## config.mk

```make
export PLATFORM = sky130hd
export DESIGN_NAME = button_debounce_hold_classifier_top_flat
export DESIGN_NICKNAME = d
export VERILOG_FILES = /design/src/hdl/bdhc_pkg.sv /design/src/hdl/bdhc_ifs.sv /design/src/hdl/bdhc_front.sv /design/src/hdl/bdhc_queue.sv /design/src/hdl/bdhc_back.sv /design/src/hdl/button_debounce_hold_classifier_top.sv /design/src/flat_wrapper.sv
export SDC_FILE = /design/constraint.sdc
export NUM_CORES = 1
export LEC_CHECK = 0
export BUFFER_PORTS_ARGS = -buffer_cell sky130_fd_sc_hd__buf_4
export CAP_MARGIN = 20
export CORE_MARGIN = 5
export CORE_UTILIZATION = 28
export CTS_BUF_LIST = sky130_fd_sc_hd__clkbuf_16
export DETAILED_ROUTE_END_ITERATION = 6
export PLACE_DENSITY_LB_ADDON = 0.05
export SLEW_MARGIN = 20
export SYNTH_ARGS = -nofsm -noshare
export SYNTH_HDL_FRONTEND = slang
export SYNTH_SLANG_ARGS = --single-unit
```

## constraint.sdc

```tcl
create_clock -name clk -period 16.5 [get_ports clk]
set_clock_uncertainty 0.2 [all_clocks]
set_input_delay 4.95 -clock clk [delete_from_list [all_inputs] [get_ports clk]]
set_output_delay 4.95 -clock clk [all_outputs]
set_load 0.005 [all_outputs]
```

## src/hdl/bdhc_pkg.sv

```systemverilog
`default_nettype none

package bdhc_pkg;

	// Widths of the transaction fields and of the configuration port.
	localparam int TIME_W  = 32;
	localparam int CFG_W   = 16;
	localparam int CFG_IDX_W = 3;
	localparam int EV_W    = 4;

	// Default number of multiplexed button slots.
	localparam int MUX_SLOTS_DEF = 6;

	// Depth of the queue between the front and the back part.
	localparam int QUEUE_DEPTH = 4;

	// Configuration register indexes.
	localparam logic [CFG_IDX_W-1:0] CFG_DEBOUNCE  = 3'd0;
	localparam logic [CFG_IDX_W-1:0] CFG_PROVISION = 3'd1;
	localparam logic [CFG_IDX_W-1:0] CFG_FACTORY   = 3'd2;
	localparam logic [CFG_IDX_W-1:0] CFG_SNOOZE    = 3'd3;
	localparam logic [CFG_IDX_W-1:0] CFG_COMBO     = 3'd4;

	// Configuration reset values in milliseconds.
	localparam logic [CFG_W-1:0] DEBOUNCE_RST  = 16'd30;
	localparam logic [CFG_W-1:0] PROVISION_RST = 16'd3000;
	localparam logic [CFG_W-1:0] FACTORY_RST   = 16'd10000;
	localparam logic [CFG_W-1:0] SNOOZE_RST    = 16'd1000;
	localparam logic [CFG_W-1:0] COMBO_RST     = 16'd2000;

	// Event codes.
	localparam logic [EV_W-1:0] EV_BRIGHT_UP    = 4'd0;
	localparam logic [EV_W-1:0] EV_BRIGHT_DOWN  = 4'd1;
	localparam logic [EV_W-1:0] EV_TEMP         = 4'd2;
	localparam logic [EV_W-1:0] EV_ANTIPOISON   = 4'd3;
	localparam logic [EV_W-1:0] EV_FACTORY      = 4'd4;
	localparam logic [EV_W-1:0] EV_PROVISION    = 4'd5;
	localparam logic [EV_W-1:0] EV_SHOW_IP      = 4'd6;
	localparam logic [EV_W-1:0] EV_SNOOZE_LONG  = 4'd7;
	localparam logic [EV_W-1:0] EV_SNOOZE_SHORT = 4'd8;
	localparam logic [EV_W-1:0] EV_ALARM_TOGGLE = 4'd9;

	// Fixed slot roles.
	localparam int SLOT_UP   = 1;
	localparam int SLOT_DOWN = 2;
	localparam int SLOT_ADDR = 5;

	// Event positions in a tick record, in delivery order.
	localparam int EVB_UP     = 0;
	localparam int EVB_DOWN   = 1;
	localparam int EVB_TEMP   = 2;
	localparam int EVB_ANTI   = 3;
	localparam int EVB_ADDR   = 4;
	localparam int EVB_SNOOZE = 5;
	localparam int EVB_COMBO  = 6;
	localparam int EV_SLOTS   = 7;

	// One tick's worth of pending events.
	typedef struct packed {
		logic [EV_SLOTS-1:0] mask;
		logic [EV_W-1:0]     addr_code;
		logic [EV_W-1:0]     snooze_code;
	} bdhc_rec_t;

endpackage

`default_nettype wire

```

## src/hdl/bdhc_ifs.sv

```systemverilog
`default_nettype none

// Tick channel: timestamp and raw button levels.
interface bdhc_tick_if import bdhc_pkg::*; #(
	parameter int MUX_SLOTS = MUX_SLOTS_DEF
) ();
	logic              valid;
	logic              ready;
	logic [TIME_W-1:0] time_ms;
	logic [MUX_SLOTS:0] raw_levels;

	modport source (output valid, output time_ms, output raw_levels, input ready);
	modport sink (input valid, input time_ms, input raw_levels, output ready);
endinterface

// Event channel: one event per transaction.
interface bdhc_evt_if import bdhc_pkg::*; ();
	logic            valid;
	logic            ready;
	logic [EV_W-1:0] event_code;
	logic            last_event;

	modport source (output valid, output event_code, output last_event, input ready);
	modport sink (input valid, input event_code, input last_event, output ready);
endinterface

`default_nettype wire

```

## src/hdl/bdhc_front.sv

```systemverilog
`default_nettype none

module bdhc_front import bdhc_pkg::*; #(
	parameter int MUX_SLOTS = MUX_SLOTS_DEF
) (
	input  wire logic                 clk,
	input  wire logic                 arst_n,
	bdhc_tick_if.sink                 tick,
	input  wire logic                 cfg_wr_en,
	input  wire logic [CFG_IDX_W-1:0] cfg_index,
	input  wire logic [CFG_W-1:0]     cfg_data,
	input  wire logic                 q_full,
	output logic                      push,
	output bdhc_rec_t                 push_rec
);

	localparam int NB  = MUX_SLOTS + 1;
	localparam int DED = MUX_SLOTS;

	logic [CFG_W-1:0] debounce_q, provision_q, factory_q, snooze_q, combo_hold_q;

	logic [NB-1:0]     raw_seen_q;
	logic [NB-1:0]     stable_q;
	logic [TIME_W-1:0] edge_time_q  [NB];
	logic [TIME_W-1:0] press_time_q [NB];
	logic [TIME_W-1:0] combo_start_q;
	logic              combo_active_q;
	logic              combo_done_q;

	logic              accept;
	logic [TIME_W-1:0] now;
	logic [NB-1:0]     raw;
	logic [NB-1:0]     is_edge;
	logic [NB-1:0]     commit;
	logic [NB-1:0]     stable_nx;
	logic [TIME_W-1:0] elapsed [NB];
	logic [TIME_W-1:0] held_addr;
	logic [TIME_W-1:0] held_ded;
	logic [TIME_W-1:0] combo_elapsed;
	logic              combo_both;
	logic              combo_fire;
	bdhc_rec_t         rec;

	// A tick is taken whenever the queue has room for its record.
	assign tick.ready = !q_full;
	assign accept     = tick.valid && !q_full;
	assign now        = tick.time_ms;
	assign raw        = tick.raw_levels;

	// Per-button debounce lanes, all evaluated in parallel.
	always_comb begin
		for (int i = 0; i < NB; i++) begin
			is_edge[i]   = raw[i] != raw_seen_q[i];
			elapsed[i]   = now - edge_time_q[i];
			commit[i]    = !is_edge[i] && (elapsed[i] >= TIME_W'(debounce_q))
				&& (raw[i] != stable_q[i]);
			stable_nx[i] = commit[i] ? raw[i] : stable_q[i];
		end
	end

	// Hold times for the two buttons that act on release.
	assign held_addr = now - press_time_q[SLOT_ADDR];
	assign held_ded  = now - press_time_q[DED];

	// Joint hold of the two brightness buttons; a fresh hold starts at zero elapsed time.
	assign combo_both    = stable_nx[SLOT_UP] && stable_nx[SLOT_DOWN];
	assign combo_elapsed = now - combo_start_q;
	assign combo_fire    = combo_both && !combo_done_q
		&& (combo_active_q ? (combo_elapsed >= TIME_W'(combo_hold_q))
			: (combo_hold_q == '0));

	// Build the record of events caused by this tick.
	always_comb begin
		rec.mask                = '0;
		rec.mask[EVB_UP]        = commit[1] && raw[1];
		rec.mask[EVB_DOWN]      = commit[2] && raw[2];
		rec.mask[EVB_TEMP]      = commit[3] && raw[3];
		rec.mask[EVB_ANTI]      = commit[4] && raw[4];
		rec.mask[EVB_ADDR]      = commit[SLOT_ADDR] && !raw[SLOT_ADDR];
		rec.mask[EVB_SNOOZE]    = commit[DED] && !raw[DED];
		rec.mask[EVB_COMBO]     = combo_fire;
		priority if (held_addr >= TIME_W'(factory_q)) begin
			rec.addr_code = EV_FACTORY;
		end else if (held_addr >= TIME_W'(provision_q)) begin
			rec.addr_code = EV_PROVISION;
		end else begin
			rec.addr_code = EV_SHOW_IP;
		end
		rec.snooze_code = (held_ded >= TIME_W'(snooze_q)) ? EV_SNOOZE_LONG : EV_SNOOZE_SHORT;
	end

	// Ticks that cause no event leave nothing in the queue.
	assign push     = accept && (rec.mask != '0);
	assign push_rec = rec;

	// Configuration registers.
	always_ff @(posedge clk or negedge arst_n) begin
		if (!arst_n) begin
			debounce_q   <= DEBOUNCE_RST;
			provision_q  <= PROVISION_RST;
			factory_q    <= FACTORY_RST;
			snooze_q     <= SNOOZE_RST;
			combo_hold_q <= COMBO_RST;
		end else if (cfg_wr_en) begin
			unique case (cfg_index)
				CFG_DEBOUNCE:  debounce_q   <= cfg_data;
				CFG_PROVISION: provision_q  <= cfg_data;
				CFG_FACTORY:   factory_q    <= cfg_data;
				CFG_SNOOZE:    snooze_q     <= cfg_data;
				CFG_COMBO:     combo_hold_q <= cfg_data;
				default: ;
			endcase
		end
	end

	// Button state update on every accepted tick.
	always_ff @(posedge clk or negedge arst_n) begin
		if (!arst_n) begin
			raw_seen_q <= '0;
			stable_q   <= '0;
			for (int i = 0; i < NB; i++) begin
				edge_time_q[i]  <= '0;
				press_time_q[i] <= '0;
			end
		end else if (accept) begin
			stable_q <= stable_nx;
			for (int i = 0; i < NB; i++) begin
				if (is_edge[i]) begin
					raw_seen_q[i]  <= raw[i];
					edge_time_q[i] <= now;
				end
				if (commit[i] && raw[i]) begin
					press_time_q[i] <= now;
				end
			end
		end
	end

	// Combo tracking.
	always_ff @(posedge clk or negedge arst_n) begin
		if (!arst_n) begin
			combo_start_q  <= '0;
			combo_active_q <= 1'b0;
			combo_done_q   <= 1'b0;
		end else if (accept) begin
			if (combo_both) begin
				combo_active_q <= 1'b1;
				if (!combo_active_q) begin
					combo_start_q <= now;
				end
				if (combo_fire) begin
					combo_done_q <= 1'b1;
				end
			end else begin
				combo_active_q <= 1'b0;
				combo_done_q   <= 1'b0;
			end
		end
	end

endmodule

`default_nettype wire

```

## src/hdl/bdhc_queue.sv

```systemverilog
`default_nettype none

module bdhc_queue import bdhc_pkg::*; (
	input  wire logic      clk,
	input  wire logic      arst_n,
	input  wire logic      push,
	input  wire bdhc_rec_t push_rec,
	output logic           full,
	input  wire logic      pop,
	output logic           head_valid,
	output bdhc_rec_t      head_rec
);

	localparam int PTR_W = $clog2(QUEUE_DEPTH);
	localparam int CNT_W = $clog2(QUEUE_DEPTH + 1);

	bdhc_rec_t        ent_q [QUEUE_DEPTH];
	logic [PTR_W-1:0] wr_ptr_q;
	logic [PTR_W-1:0] rd_ptr_q;
	logic [CNT_W-1:0] cnt_q;

	assign full       = cnt_q == CNT_W'(QUEUE_DEPTH);
	assign head_valid = cnt_q != '0;
	assign head_rec   = ent_q[rd_ptr_q];

	// Record storage.
	always_ff @(posedge clk) begin
		if (push) begin
			ent_q[wr_ptr_q] <= push_rec;
		end
	end

	// Pointers and fill count.
	always_ff @(posedge clk or negedge arst_n) begin
		if (!arst_n) begin
			wr_ptr_q <= '0;
			rd_ptr_q <= '0;
			cnt_q    <= '0;
		end else begin
			if (push) begin
				wr_ptr_q <= (wr_ptr_q == PTR_W'(QUEUE_DEPTH - 1)) ? '0 : wr_ptr_q + 1'b1;
			end
			if (pop) begin
				rd_ptr_q <= (rd_ptr_q == PTR_W'(QUEUE_DEPTH - 1)) ? '0 : rd_ptr_q + 1'b1;
			end
			if (push && !pop) begin
				cnt_q <= cnt_q + 1'b1;
			end else if (pop && !push) begin
				cnt_q <= cnt_q - 1'b1;
			end
		end
	end

endmodule

`default_nettype wire

```

## src/hdl/bdhc_back.sv

```systemverilog
`default_nettype none

module bdhc_back import bdhc_pkg::*; (
	input  wire logic      clk,
	input  wire logic      arst_n,
	input  wire logic      head_valid,
	input  wire bdhc_rec_t head_rec,
	output logic           pop,
	bdhc_evt_if.source     evt
);

	logic [EV_SLOTS-1:0] mask_q;
	logic [EV_W-1:0]     addr_code_q;
	logic [EV_W-1:0]     snooze_code_q;

	logic [EV_SLOTS-1:0] low_bit;
	logic [EV_SLOTS-1:0] rest;
	logic                done;
	logic                load;

	// Lowest pending event goes out first.
	assign low_bit = mask_q & (~mask_q + 1'b1);
	assign rest    = mask_q & ~low_bit;

	assign evt.valid      = mask_q != '0;
	assign evt.last_event = rest == '0;

	always_comb begin
		priority if (low_bit[EVB_UP]) begin
			evt.event_code = EV_BRIGHT_UP;
		end else if (low_bit[EVB_DOWN]) begin
			evt.event_code = EV_BRIGHT_DOWN;
		end else if (low_bit[EVB_TEMP]) begin
			evt.event_code = EV_TEMP;
		end else if (low_bit[EVB_ANTI]) begin
			evt.event_code = EV_ANTIPOISON;
		end else if (low_bit[EVB_ADDR]) begin
			evt.event_code = addr_code_q;
		end else if (low_bit[EVB_SNOOZE]) begin
			evt.event_code = snooze_code_q;
		end else begin
			evt.event_code = EV_ALARM_TOGGLE;
		end
	end

	// Take the next record when the current one is empty or its last event leaves.
	assign done = (mask_q == '0) || (evt.valid && evt.ready && evt.last_event);
	assign load = head_valid && done;
	assign pop  = load;

	always_ff @(posedge clk or negedge arst_n) begin
		if (!arst_n) begin
			mask_q <= '0;
		end else if (load) begin
			mask_q <= head_rec.mask;
		end else if (evt.valid && evt.ready) begin
			mask_q <= rest;
		end
	end

	always_ff @(posedge clk) begin
		if (load) begin
			addr_code_q   <= head_rec.addr_code;
			snooze_code_q <= head_rec.snooze_code;
		end
	end

endmodule

`default_nettype wire

```

## src/hdl/button_debounce_hold_classifier_top.sv

```systemverilog
// Channel   Direction  Payload                         Transaction
// tick      in         time_ms[31:0], raw_levels       one sample of all buttons
// evt       out        event_code[3:0], last_event     one event
// cfg       in         cfg_index, cfg_data[15:0]       register write, no read-back
//
// The front part debounces all buttons of a tick in parallel and takes a new
// tick every cycle while the event queue (4 records) has room.
// A tick causes 0 to 7 events; the back part sends them one per cycle while the output
// does not stall. Ticks with no event put no record in the queue.
// Reset (arst_n low) clears all button state, the queue and loads default thresholds.
// The output may stall at will; a full queue drops tick.ready.
`default_nettype none

module button_debounce_hold_classifier_top import bdhc_pkg::*; #(
	parameter int MUX_SLOTS = MUX_SLOTS_DEF
) (
	input  wire logic                 clk,
	input  wire logic                 arst_n,
	bdhc_tick_if.sink                 tick,
	bdhc_evt_if.source                evt,
	input  wire logic                 cfg_wr_en,
	input  wire logic [CFG_IDX_W-1:0] cfg_index,
	input  wire logic [CFG_W-1:0]     cfg_data
);

	logic      q_full;
	logic      push;
	bdhc_rec_t push_rec;
	logic      pop;
	logic      head_valid;
	bdhc_rec_t head_rec;

	// Debounce and classification.
	bdhc_front #(
		.MUX_SLOTS(MUX_SLOTS)
	) u_front (
		.clk       (clk),
		.arst_n    (arst_n),
		.tick      (tick),
		.cfg_wr_en (cfg_wr_en),
		.cfg_index (cfg_index),
		.cfg_data  (cfg_data),
		.q_full    (q_full),
		.push      (push),
		.push_rec  (push_rec)
	);

	// Record queue between the two parts.
	bdhc_queue u_queue (
		.clk        (clk),
		.arst_n     (arst_n),
		.push       (push),
		.push_rec   (push_rec),
		.full       (q_full),
		.pop        (pop),
		.head_valid (head_valid),
		.head_rec   (head_rec)
	);

	// Event serializer.
	bdhc_back u_back (
		.clk        (clk),
		.arst_n     (arst_n),
		.head_valid (head_valid),
		.head_rec   (head_rec),
		.pop        (pop),
		.evt        (evt)
	);

endmodule

`default_nettype wire

```

## src/flat_wrapper.sv

```systemverilog
// flat-port wrapper written by rule: the top's interface ports become plain ports
module button_debounce_hold_classifier_top_flat import bdhc_pkg::*;
#(
	parameter int MUX_SLOTS = MUX_SLOTS_DEF
)
  (clk, arst_n, cfg_wr_en, cfg_index, cfg_data, tick_valid, tick_time_ms, tick_raw_levels, tick_ready, evt_valid, evt_event_code, evt_last_event, evt_ready);
  bdhc_tick_if #(.MUX_SLOTS(MUX_SLOTS)) tick_i ();
  bdhc_evt_if evt_i ();
  input  wire logic clk;
  input  wire logic arst_n;
  input  wire logic cfg_wr_en;
  input  wire logic [CFG_IDX_W-1:0] cfg_index;
  input  wire logic [CFG_W-1:0] cfg_data;
  input wire logic [$bits(tick_i.valid)-1:0] tick_valid;
  input wire logic [$bits(tick_i.time_ms)-1:0] tick_time_ms;
  input wire logic [$bits(tick_i.raw_levels)-1:0] tick_raw_levels;
  output wire logic [$bits(tick_i.ready)-1:0] tick_ready;
  output wire logic [$bits(evt_i.valid)-1:0] evt_valid;
  output wire logic [$bits(evt_i.event_code)-1:0] evt_event_code;
  output wire logic [$bits(evt_i.last_event)-1:0] evt_last_event;
  input wire logic [$bits(evt_i.ready)-1:0] evt_ready;
  assign tick_i.valid = tick_valid;
  assign tick_i.time_ms = tick_time_ms;
  assign tick_i.raw_levels = tick_raw_levels;
  assign tick_ready = tick_i.ready;
  assign evt_valid = evt_i.valid;
  assign evt_event_code = evt_i.event_code;
  assign evt_last_event = evt_i.last_event;
  assign evt_i.ready = evt_ready;
  button_debounce_hold_classifier_top #(.MUX_SLOTS(MUX_SLOTS)) u_core (.clk(clk), .arst_n(arst_n), .tick(tick_i), .evt(evt_i), .cfg_wr_en(cfg_wr_en), .cfg_index(cfg_index), .cfg_data(cfg_data));
endmodule
```

Word-level counts from Yosys, hierarchy flattened
Memories as Yosys holds them, arrays and structs flattened.
Index checks and enable logic that the tools add are counted.
Widths: inputs -> output; s select.
{ "op_classes": {"n_bitwise": 5, "n_mux": 23, "addsub": 14, "magnitude_cmp": 10, "n_reduce_logical": 71, "eq_ne": 20} }
{ "op_table": {"columns": ["op", "count"], "rows": [
  ["$ge 32x16->1", 10],
  ["$sub 32x32->32", 9],
  ["$reduce_and 2->1", 18],
  ["$logic_and 1x1->1", 30],
  ["$mux 4", 7],
  ["$logic_not 16->1", 1],
  ["$and 7x7->7", 2],
  ["$logic_not 7->1", 2],
  ["$mux 7", 2],
  ["$not 7->7", 2],
  ["$reduce_bool 7->1", 2],
  ["$logic_not 1->1", 12],
  ["$ne 1x1->1", 12],
  ["$mux 1", 8],
  ["$mux 2", 4],
  ["$add 7x1->7 const B", 1],
  ["$eq 3x2->1 const B", 2],
  ["$eq 3x3->1 const B", 2],
  ["$mux 3", 2],
  ["$add 2x1->2 const B", 2],
  ["$eq 2x2->1 const B", 2],
  ["$reduce_bool 2->1", 2],
  ["$add 3x1->3 const B", 1],
  ["$eq 3x1->1 const B", 1],
  ["7 further kinds", 7]
]} }
{ "totals": {"reg_bits": 404, "ramBits": 52, "output_inout_bits": 7, "memories": 1, "in_bits": 63, "wordCells": 177} }
{ "mem_list": {"columns": ["memory", "depth", "word_bits", "rd", "rd_ports_with_merged_regs", "wr", "line", "rtl"], "rows": [
  ["u_core.u_queue.ent_q", 4, 13, 1, 0, 1, "bdhc_queue.sv:17", "bdhc_rec_t ent_q [QUEUE_DEPTH];"]
]} }

Depth between registers and ports, before layout
{ "logic_depth": {"depth_word": 14, "ltp_mapped": 31, "mapped_depth_nobuf": 31} }

Cells and area by module
From an unflattened synthesis, not the netlist that was laid out.
{ "unflattened": {"cells_unflattened": 4454, "area_unflattened_um2": 38486.9} }
{ "modules_own_cells": {"columns": ["module", "cells_per_inst", "instances", "seq_area_each_um2", "area_each_um2"], "rows": [
  ["bdhc_front", 4266, 1, 9594.2, 35078.6],
  ["bdhc_queue", 116, 1, 1976.9, 2620.0],
  ["bdhc_back", 72, 1, 415.4, 788.3]
]} }

Least setup slack after synthesis
Ideal clock, no wire load.
{ "synth_timing": {"path_kind": "input -> register", "from": "in tick_time_ms[0]", "to": "reg u_core.u_queue.cnt_q[1]", "setup_slack_ns": 5.278, "required_time_ns": 16.175, "arrival_ns": 10.897, "path_buffers": 0, "cell_stages": 24, "path_cell_list": "inv_1 > ha_1 > fa_1 > nand2b_1 > a21oi_1 > nor2_1 > o311ai_1 > xor2_1 > ha_1 > a221o_1 > a211oi_1 > o211ai_1 > or4_1 > nor4_1 > nand4_1 > or4_4 > mux2_4 > o211a_1 > a211oi_2 > nor2_1 > ha_1 > inv_1 > fa_1 > mux2_2"} }
{ "synth_between": {"elab_chain_cells": 13} }
{ "synth_lines": {"columns": ["element", "line", "rtl"], "rows": [
  ["from (decl)", "flat_wrapper.sv:15", "input wire logic [$bits(tick_i.time_ms)-1:0] tick_time_ms;"],
  ["$sub 32x32->32", "bdhc_front.sv:54", "elapsed[i] = now - edge_time_q[i];"],
  ["$ge 32x16->1", "bdhc_front.sv:55", "commit[i] = !is_edge[i] && (elapsed[i] >= TIME_W'(debounce_q))"],
  ["$logic_and 1x1->1", "bdhc_front.sv:55", null],
  ["$logic_and 1x1->1", "bdhc_front.sv:56", "&& (raw[i] != stable_q[i]);"],
  ["$mux 1", "bdhc_front.sv:57", "stable_nx[i] = commit[i] ? raw[i] : stable_q[i];"],
  ["$logic_and 1x1->1", "bdhc_front.sv:66", "assign combo_both = stable_nx[SLOT_UP] && stable_nx[SLOT_DOWN];"],
  ["$logic_and 1x1->1", "bdhc_front.sv:68", "assign combo_fire = combo_both && !combo_done_q"],
  ["$logic_and 1x1->1", "bdhc_front.sv:69", "&& (combo_active_q ? (combo_elapsed >= TIME_W'(combo_hold_q))"],
  ["$reduce_bool 7->1 (*)", "bdhc_front.sv:93", "assign push = accept && (rec.mask != '0);"],
  ["$logic_and 1x1->1 (*)", "bdhc_front.sv:93", null],
  ["named net u_core.push", "button_debounce_hold_classifier_top.sv:27", "logic push;"],
  ["$logic_not 1->1", "bdhc_queue.sv:48", "end else if (pop && !push) begin"],
  ["$logic_and 1x1->1", "bdhc_queue.sv:48", null],
  ["$reduce_bool 2->1 (no line)", null, null],
  ["to (signal assigned)", "bdhc_queue.sv:47", "cnt_q <= cnt_q + 1'b1;"],
  ["to (signal assigned)", "bdhc_queue.sv:49", "cnt_q <= cnt_q - 1'b1;"],
  ["to (decl)", "bdhc_queue.sv:20", "logic [CNT_W-1:0] cnt_q;"]
]} }
Mark *: on every way through the listed nets, which the timed path passes. The rest lies on a longest branch.
A chain may end at the register's enable or synchronous reset.

Worst setup path in the final report
{ "layout_timing": {"from": "in tick_time_ms[1]", "to": "reg u_core.u_queue.cnt_q[1]"} }
Same word-level chain as after synthesis.

==> summary.txt <==
Synth
  – Top FF cell, synth: dfrtp_1
  – Post-synth EDFFs: 48
  – Synth warnings: 0
  – Post-Synth XOR/XNOR Area: 0.04288
  – Commonest cells in the netlist: inv_1, ha_1, dfrtp_1
  – Count leader, synth: inv_1
  – Gate Count Post-Synth: between 4k and 5k
  – Simple-gate area share of the yosys netlist: 0.1398
  – Syn nets: 4827
  – Post-synthesis mux area share: 0.09658
  – Mapped Avg Cell Area: 8.770 sq um
  – Register bit total from synthesis: 444
  – Post-synthesis sequential area ratio: 0.3013
  – Synthesized area: 37790 sq um
  – Synth top area cells: dfrtp_1, ha_1, mux2_2
  – Post-synth ARST share: 0.8919
  – Post-Synth Adder-Cell Area: 0.1532
  – Largest family of logic cells by synthesized area: compound AO/OA/AOI/OAI gates
  – Complex-gate fraction of the synthesized area: 0.2083
  – Number of distinct library cells after synthesis: 93
  – Post-synth top area share: 0.2437
  – Largest area contributor in the netlist: dfrtp_1

Critical path
  – R2R Setup Slk: around 8.6 ns
  – Worst setup SP type: input port
  – Worst setup EP type: register
  – Crit path max fanout: 18
  – Reg2reg end: u_core.u_queue.cnt_q[1]$_DFFE_PN0P_
  – Arr. time, crit path: around 13 ns
  – Setup crit end: u_core.u_queue.cnt_q[1]$_DFFE_PN0P_
  – CP Data Required Time: 16.82 ns
  – Crit Path Category: input port to register
  – Cells on worst reg2reg path: 26
  – Critical Path Start: tick_time_ms[1]
  – Reg2reg start: u_core.u_front.edge_time_q[68]$_DFFE_PN0P_

Route
  – WL/cell: 21.51 um
  – 1st-pass router iterations: 5
  – Routed Antenna Nets: 0
  – Total Wirelength: 133300 um
  – Post-route DRC: 0
  – Initial DRC Count: about 1.7k
  – Via-to-Cell Ratio: 5.084
  – Vias after detailed routing: 31.51k

Timing
  – Endpoints failing hold: 0
  – Slew HR: 0.2843
  – Crit share post-route: 0.7700
  – Period minus WS final: ~13 ns
  – Final Max Tran Viols: 0
  – Worst Max-Slew Pin Slew: 1.069 ns
  – Fmax: 78.71 MHz
  – Setup violators final: 0
  – RSZ-0062 raised after global routing: no
  – Setup_tns: 0 ns

Clocking
  – Number of H-tree levels: 3
  – CTS buffer count: 68
  – Post-CTS setup buffer count: 0
  – Clock buffer depth: 3
  – CTS tree: yes
  – Cts hold-fix bufs: 0
  – Clk Latency, worst-skew pair: 0.66 ns
  – # resized after CTS: 0
  – Root buf cell: clkbuf_16
  – Clock sinks: 444
  – CTS clk-pin slew, worst paths: 0.06 ns

Power
  – Leak pwr: 19.18 nW
  – Register share of total power: 0.199
  – PD cells: 213.5 nW/um^2
  – Pint: around 0.0049 W
  – Max VDD drop: ~0.079 mV
  – P_sw: 0.004196 W
  – Clock network fraction of total power: 0.158
  – Switching share of power: 0.4605
  – Logic pwr share: 0.642

Placement
  – Gpl congestion: 0.8071
  – Placed standard-cell area: between 40000 and 50000 sq um
  – Detailed Place HPWL: around 100000 um
  – PortBufs: 68

Layout
  – Layout cells sized above 1: 0.1284
  – Final Cell Area: 42680 sq um
  – Synth-to-Final Area Change: 12.95%
  – Final #Nets: 4888

Floorplan
  – Core area: approximately 130000 sq um
  – Ports: 70
  – Die Width: around 380 um
  – Row Count: 134
  – Starting Density: 0.2824
  – Die Height: 377.4 um
  – Die area: around 140000 sq um

Global routing
  – Tot GR Track Use: 0.1859
  – First-pass GRT wire length: 202100 um
  – Global route total overflow: 0
  – Largest net degree at the start of global routing: 80
  – Antenna violations before repair: 14
  – Vias in the first global route: about 32k

Run
  – Max-cap viol count: 0

Min path
  – Worst hold path type: register to register

Status
  – Status: finished clean
==> worst min-delay path by stage <==
stage | from | to | slack [ns] | cells past startpoint
detailed placement | u_core.u_front.edge_time_q[97]$_DFFE_PN0P_ | u_core.u_front.edge_time_q[97]$_DFFE_PN0P_ | 0.27 | 2
global placement | u_core.u_front.edge_time_q[97]$_DFFE_PN0P_ | u_core.u_front.edge_time_q[97]$_DFFE_PN0P_ | 0.26 | 2
CTS | u_core.u_front.edge_time_q[97]$_DFFE_PN0P_ | u_core.u_front.edge_time_q[97]$_DFFE_PN0P_ | 0.28 | 2
global route | u_core.u_front.edge_time_q[96]$_DFFE_PN0P_ | u_core.u_front.edge_time_q[96]$_DFFE_PN0P_ | 0.30 | 2
finish | u_core.u_front.edge_time_q[97]$_DFFE_PN0P_ | u_core.u_front.edge_time_q[97]$_DFFE_PN0P_ | 0.28 | 2
floorplan | u_core.u_front.edge_time_q[1]$_DFFE_PN0P_ | u_core.u_front.edge_time_q[1]$_DFFE_PN0P_ | 0.25 | 2
==> cell families after synthesis <==
logic type	count (synthesis)
simple gates	1092
buf+inv	576
compound gates	1249
xor+xnor	185
mux	306
fa+ha+maj	457
flops	444
==> routing by layer <==
metal / GRT usage / part of all wire / wire [um]
met5: 0 / 0 / 0
met4: 0.04207 / 0.019 / 2522
met3: 0.02020 / 0.029 / 3840
met2: 0.3208 / 0.48 / 63680
met1: 0.2507 / 0.47 / 63270
==> cell usage in the layout, fill, tap and decap left out, types with 25 or more instances in the layout <==
cell type and instances:
mux2i_1 26, nor2b_1 40, nand2b_1 49, inv_1 464
mux2_2 239, edfxtp_1 48, nand4_1 82, a31oi_1 42
a21oi_1 349, buf_4 115, xor2_1 80, clkbuf_16 70
o21ai_0 333, dfrtp_1 368, dfstp_2 28, nand2_1 358
and3_1 30, nor3_1 73, mux2_4 30, o31ai_1 25
ha_1 445, nand3_1 78, o21a_1 47, nor2_1 237
xnor2_1 105, o21bai_1 33, a211oi_1 50, a21o_1 124
o211ai_1 37
==> through the flow <==
step	total power (W)	utilization	setup slack (ns)	hold WS, ns	instances
6_report	0.009112	0.3190	3.796	0.2787	6199
5_1_grt	0.01006	0.3189	3.419	0.3041	6193
4_1_cts	0.009234	0.3189	3.689	0.2830	6193
3_5_place_dp	0.007697	0.3025	3.009	0.2707	6068
3_3_place_gp	0.007724	0.3025	2.968	0.2646	6068
2_1_floorplan	0.006183	-	5.278	0.2498	4309
==> worst max-delay path, cell delays in order <==
cell	delay, ns
buf_4	0.32
clkinv_1	0.53
fa_1	0.61
nand2b_1	0.19
a21oi_1	0.24
nor2_1	0.13
o311ai_1	0.91
xor2_1	0.16
ha_1	0.24
a221o_1	0.32
a211oi_1	0.32
o211ai_1	0.13
or4_1	0.54
nor4_1	0.29
nand4_1	0.14
or4_4	0.68
mux2_4	0.36
o211a_1	0.28
a211oi_2	0.49
nor2_1	0.16
ha_1	0.24
inv_1	0.07
fa_1	0.40
mux2_2	0.26
==> power groups by stage <==
stage | Combinational (W) | Clock, W | Sequential, W
after detailed placement | 0.00586 | 0 | 0.00183
after floorplan | 0.00443 | 0 | 0.00175
after global placement | 0.00590 | 0 | 0.00183
after CTS | 0.00590 | 0.00151 | 0.00182
final | 0.00585 | 0.00144 | 0.00182
after global routing | 0.00663 | 0.00155 | 0.00188
==> area by class of cell <==
| class | count | area, sq um |
|---|---|---|
| diodes | 6 | 15.01 |
| clock buffers | 70 | 1752 |
| clock inverters | 55 | 436.7 |
| fillers | 14278 | 91110 |
| inverters | 451 | 1693 |
| multi-input cells | 3289 | 24310 |
| flip-flops and latches | 444 | 11390 |
| well taps | 1768 | 2212 |
| repair buffers | 116 | 878.3 |
==> registers in the layout, summed over array words and instances (netlist names) <==
name,cells
u_core.u_queue.wr_ptr_q,2
u_core.u_queue.cnt_q,3
u_core.u_back.addr_code_q,2
u_core.u_queue.ent_q,44
u_core.u_front.combo_hold_q,16
u_core.u_front.press_time_q,64
u_core.u_front.combo_done_q,1
u_core.u_front.factory_q,16
u_core.u_front.provision_q,16
u_core.u_front.snooze_q,16
u_core.u_back.snooze_code_q,2
u_core.u_front.debounce_q,16
u_core.u_front.stable_q,6
u_core.u_front.raw_seen_q,6
u_core.u_front.edge_time_q,192
u_core.u_queue.rd_ptr_q,2
u_core.u_back.mask_q,7
u_core.u_front.combo_active_q,1
u_core.u_front.combo_start_q,32
(Power assumes the default switching activity.)
